## config.mk

```make
export PLATFORM = sky130hd
export DESIGN_NAME = mire_div
export DESIGN_NICKNAME = d
export VERILOG_FILES = /design/src/rtl/mire_pkg.sv /design/src/rtl/mire_div.sv
export SDC_FILE = /design/constraint.sdc
export NUM_CORES = 1
export LEC_CHECK = 0
export ABC_AREA = 1
export BUFFER_PORTS_ARGS = -buffer_cell sky130_fd_sc_hd__buf_2
export CORE_ASPECT_RATIO = 0.7
export CORE_MARGIN = 10
export CORE_UTILIZATION = 64
export DETAILED_ROUTE_END_ITERATION = 8
export GPL_TIMING_DRIVEN = 0
export PLACE_DENSITY = 0.87
export SYNTH_ARGS = -nofsm -noshare
export SYNTH_HDL_FRONTEND = slang
export SYNTH_SLANG_ARGS = --single-unit
export TNS_END_PERCENT = 50
```

## constraint.sdc

```tcl
create_clock -name clk_i -period 5.5 [get_ports clk_i]
set_input_delay 0.55 -clock clk_i [delete_from_list [all_inputs] [get_ports clk_i]]
set_output_delay 0.55 -clock clk_i [all_outputs]
set_load 0.02 [all_outputs]
```

## src/rtl/mire_pkg.sv

```systemverilog
// package for the median interval rate estimator
// shared widths, status codes and state encoding; no dependencies
package mire_pkg;

  localparam int unsigned MaxSamplesDef = 256;
  localparam int unsigned TicksPerSecDef = 1000000;

  localparam int unsigned TimeW = 48;
  localparam int unsigned NumW  = 48;
  localparam int unsigned DenW  = 49;
  localparam int unsigned RateW = 36;
  localparam int unsigned BitW  = 6;

  localparam logic [RateW-1:0] RateMax = '1;

  typedef enum logic [1:0] {
    ST_OK  = 2'd0,
    ST_FEW = 2'd1,
    ST_BAD = 2'd2,
    ST_OVF = 2'd3
  } status_e;

  typedef enum logic [2:0] {
    S_LOAD,
    S_DECIDE,
    S_SEL1,
    S_SEL2,
    S_DIV,
    S_FIN
  } state_e;

endpackage

```

## src/rtl/mire_div.sv

```systemverilog
// restoring divider with saturation to the rate width
// depends on mire_pkg; one quotient bit per cycle
module mire_div import mire_pkg::*; (
  input  logic             clk_i,
  input  logic             rst_ni,
  input  logic             start_i,
  input  logic [NumW-1:0]  num_i,
  input  logic [DenW-1:0]  den_i,
  output logic             done_o,
  output logic [RateW-1:0] quot_o
);

  logic            busy_q, done_q;
  logic [BitW-1:0] cnt_q;
  logic [NumW-1:0] quo_q;
  logic [DenW-1:0] rem_q, den_q;
  logic [DenW:0]   rem_sh, diff;

  always_comb begin
    rem_sh = {rem_q, quo_q[NumW-1]};
    diff   = rem_sh - {1'b0, den_q};
  end

  // control
  always_ff @(posedge clk_i or negedge rst_ni) begin
    if (!rst_ni) begin
      busy_q <= 1'b0;
      done_q <= 1'b0;
      cnt_q  <= '0;
    end else begin
      done_q <= 1'b0;
      if (start_i) begin
        busy_q <= 1'b1;
        cnt_q  <= BitW'(NumW - 1);
      end else if (busy_q) begin
        if (cnt_q == '0) begin
          busy_q <= 1'b0;
          done_q <= 1'b1;
        end else begin
          cnt_q <= cnt_q - BitW'(1);
        end
      end
    end
  end

  // shift and subtract
  always_ff @(posedge clk_i) begin
    if (start_i) begin
      quo_q <= num_i;
      den_q <= den_i;
      rem_q <= '0;
    end else if (busy_q) begin
      if (!diff[DenW]) begin
        rem_q <= diff[DenW-1:0];
        quo_q <= {quo_q[NumW-2:0], 1'b1};
      end else begin
        rem_q <= rem_sh[DenW-1:0];
        quo_q <= {quo_q[NumW-2:0], 1'b0};
      end
    end
  end

  assign done_o = done_q;
  assign quot_o = (quo_q > NumW'(RateMax)) ? RateMax : quo_q[RateW-1:0];

endmodule

```

==> flow_summary.ini <==
[setup_path]
rrSetupSlack_ns = 2.39
slowest_delay_ns = 1.02
cp.arrival_ns = 2.79
worstSetupStartpointType = flip-flop
required_ns = 4.95
critical_path.slowest_cell = nor3_1
end_kind = output pin
startpoint = quo_q[46]$_DFFE_PP_
crit_type = reg2out
rr_startpoint = den_q[32]$_DFFE_PP_
path_cells = inv_1 > nand4_1 > nor3_1 > clkbuf_1 > nand2_1 > buf_2
crit_path_max_fanout = 10

[clock_network]
worstSkewPairLatency_ns = 0.44
h-tree-depth = 4
clock_sinks = 154
cts_tree = yes
cts.clk_slew.worst_paths_ns = 0.08
cts_root_buf = clkbuf_16
clockBufferDepth = 2
cts-resized-gates = 0
cts-buffers-inserted = 17

[sta]
finalCritPeriodShare_pct = 60.8
period_needed_ns = 3.34
clock.fmax_ghz = 0.299
setup_slack_ns = 2.16
hold_viol = 0
rsz0062_at_grt = no
max-slew-margin-rel_pct = 11.5
worst_pin_slew_ns = 1.33
timing.setup.tns_ns = 0
setup_violations = 0
finalClockSkew_ns = 0.0145
report.final.slew_viol_count = 0

[synth]
synth_top_area_cell = edfxtp_1
syn_inst = 1723
synth_area_leaders = edfxtp_1 26%, nand2_1 23%, inv_1 14%, dfxtp_1 8.9%, nand3_1 6.3%
ys_seq_area_share_pct = 37.1
ys_ff_latch = 154
ys_types = 32
syn_nets = 1875
yosys_warnings = 0
post_synth.cell_area_avg_sq_um = 6.41
ys_top_cells_by_count = 665 x nand2_1, 408 x inv_1, 140 x nand3_1
synthesis.area_sq_um = 11000
synth_most_common_cell = nand2_1
synth_ff_type = edfxtp_1
synthArstFlopShare_pct = 5.19
yosysTopAreaCellShare_pct = 26.4
synth_edf_count = 97

[worst_hold_path]
hold_start = den_i[32]
min_path_type = in2reg

[power_and_ir_drop]
p_clk_share_pct = 41.9
power_w = 0.00282
power.leakage_nw = 6.96
p_sw_w = 0.000804
peakVddDrop_uv = 180
combPwrFrac_pct = 11.3
p_sw_share_pct = 28.5
power_density_nw_per_um2 = 223
p_int_w = 0.00202
seqPwrFrac_pct = 46.8

[place]
place_congestion = 1.02
dpl_cell_area_sq_um = 12000
pre_cts_slack_ns = 2.16
place_hpwl_mm = 27.9
numPortBuffers = 136

[global_route]
antenna_found_initial = 0
grt.total_usage_pct = 30.5
grt_start_max_net_pins = 54
grt_pass1_wl_mm = 55.5
overflow = 0
grt_pass1_vias = 10700

[finish]
antenna_cells = 0
area_growth_pct = 14.5
nNetsFinal = 2032
fillers = 1377
regArea_sq_um = 4090
post-route-util_pct = 74.1
drive_gt1_share_pct = 10.6
fin_area_sq_um = 12600
multi_input_area_sq_um = 5240

[status]
outcome = finished clean

[drt]
routed-via-count = 11300
first_pass_iters = 7
wl_per_cell_um = 16.4
wirelength_mm = 34.8
ant_nets = 0
drc = 0
vias_per_cell = 5.31
dr.first_iter.drc_count = 1488

[die]
dieArea_sq_um = 23000
coreArea_sq_um = 17100
die_h_um = 130
num_rows = 40
start_util_pct = 64.7
die_w_um = 177
ioPinCount = 137

[run]
cap_violations = 0
kinds of logic (layout without fill, tap and decap cells):
family                     after synthesis  after routing  share of synthesized area [%]
buffers and inverters                  449            619                           15.5
and+or+nand+nor                        947            947                           34.9
xor gates and xnor gates                30             30                           2.38
AOI/OAI and AO/OA                       91             91                           4.18
DFF                                    154            154                           37.1
adders and majority gates               52             52                           5.96
state kept, by name, summed over array words and instances (netlist names):
signal / count
den_q: 49
busy_q: 1
rem_q: 49
done_o: 1
quo_q: 48
cnt_q: 6
worst paths after layout:
check                                         end  cells after the start
setup / recovery                        quot_o[5]                      6
hold / removal                den_q[32]$_DFFE_PP_                      1
setup reg to reg           rem_q[24]$_SDFFE_PP0P_                     14
hold reg to reg            rem_q[38]$_SDFFE_PP0P_                      2
max in group asynchronous    cnt_q[2]$_DFFE_PN0P_                      2
min in group asynchronous        done_o$_DFF_PN0_                      2
layout by cell type (no fill, tap or decap), drive strengths merged:
| master | count |
|---|---|
| a21o | 1 |
| a21oi | 35 |
| ha | 51 |
| or2 | 2 |
| nand3 | 143 |
| clkbuf | 41 |
| inv | 419 |
| o21ai | 53 |
| clkinvlp | 2 |
| buf | 149 |
| nor2 | 99 |
| and2 | 4 |
| edfxtp | 97 |
| o21bai | 1 |
| clkinv | 7 |
| dfrtp | 8 |
| xnor2 | 22 |
| nand3b | 1 |
| a31oi | 1 |
| dfxtp | 49 |
| nand2 | 669 |
| fa | 1 |
| xor2 | 8 |
| nor3 | 11 |
| dlygate4sd3 | 1 |
| nand4 | 16 |
| nor4 | 2 |
power groups by stage:
stage / Clock (W) / Sequential [W] / Combinational [W]
6_report: 0.00118 / 0.00132 / 0.000319
4_1_cts: 0.00119 / 0.00132 / 0.000312
5_1_grt: 0.00124 / 0.00133 / 0.000356
3_5_place_dp: 0 / 0.00135 / 0.000307
3_3_place_gp: 0 / 0.00134 / 0.000295
2_1_floorplan: 0 / 0.00134 / 0.000198
worst max-delay path, delay by kind of cell (launching register included):
kind	cells	cell delay, ns
AND/OR/NAND/NOR	3	1.24
buffers and inverters	3	0.73
flip-flops	1	0.39
routing by layer:
layer	vias up	routed length, um	track usage, %
met1	5092	15700	44.6
met2	616	14400	44.8
met3	48	4190	6.87
li1	5522	-	-
met5	-	0	0
met4	0	510	7.29
timing repair:
action                    CTS  global route
hold endpoints to repair    8             0
buffers inserted            0             0
hold buffers                1             0
through the flow:
stage | cells | hold WS (ns)
after floorplan | 1723 | 0.254
after detailed placement | 2091 | 0.409
final | 2124 | 0.276
after CTS | 2124 | 0.266
after global placement | 2090 | 0.404
after global routing | 2124 | 0.265
final cells by class:
cell class | count | area share (%)
flip-flops and latches | 154 | 32.4
plain buffers | 36 | 1.30
clock buffers | 17 | 3.36
clock inverters | 15 | 1.37
multi-input cells | 1120 | 41.4
repair buffers | 138 | 5.62
inverters | 413 | 12.3
well taps | 231 | 2.29
Note: power is estimated with default switching activity, not from simulation.
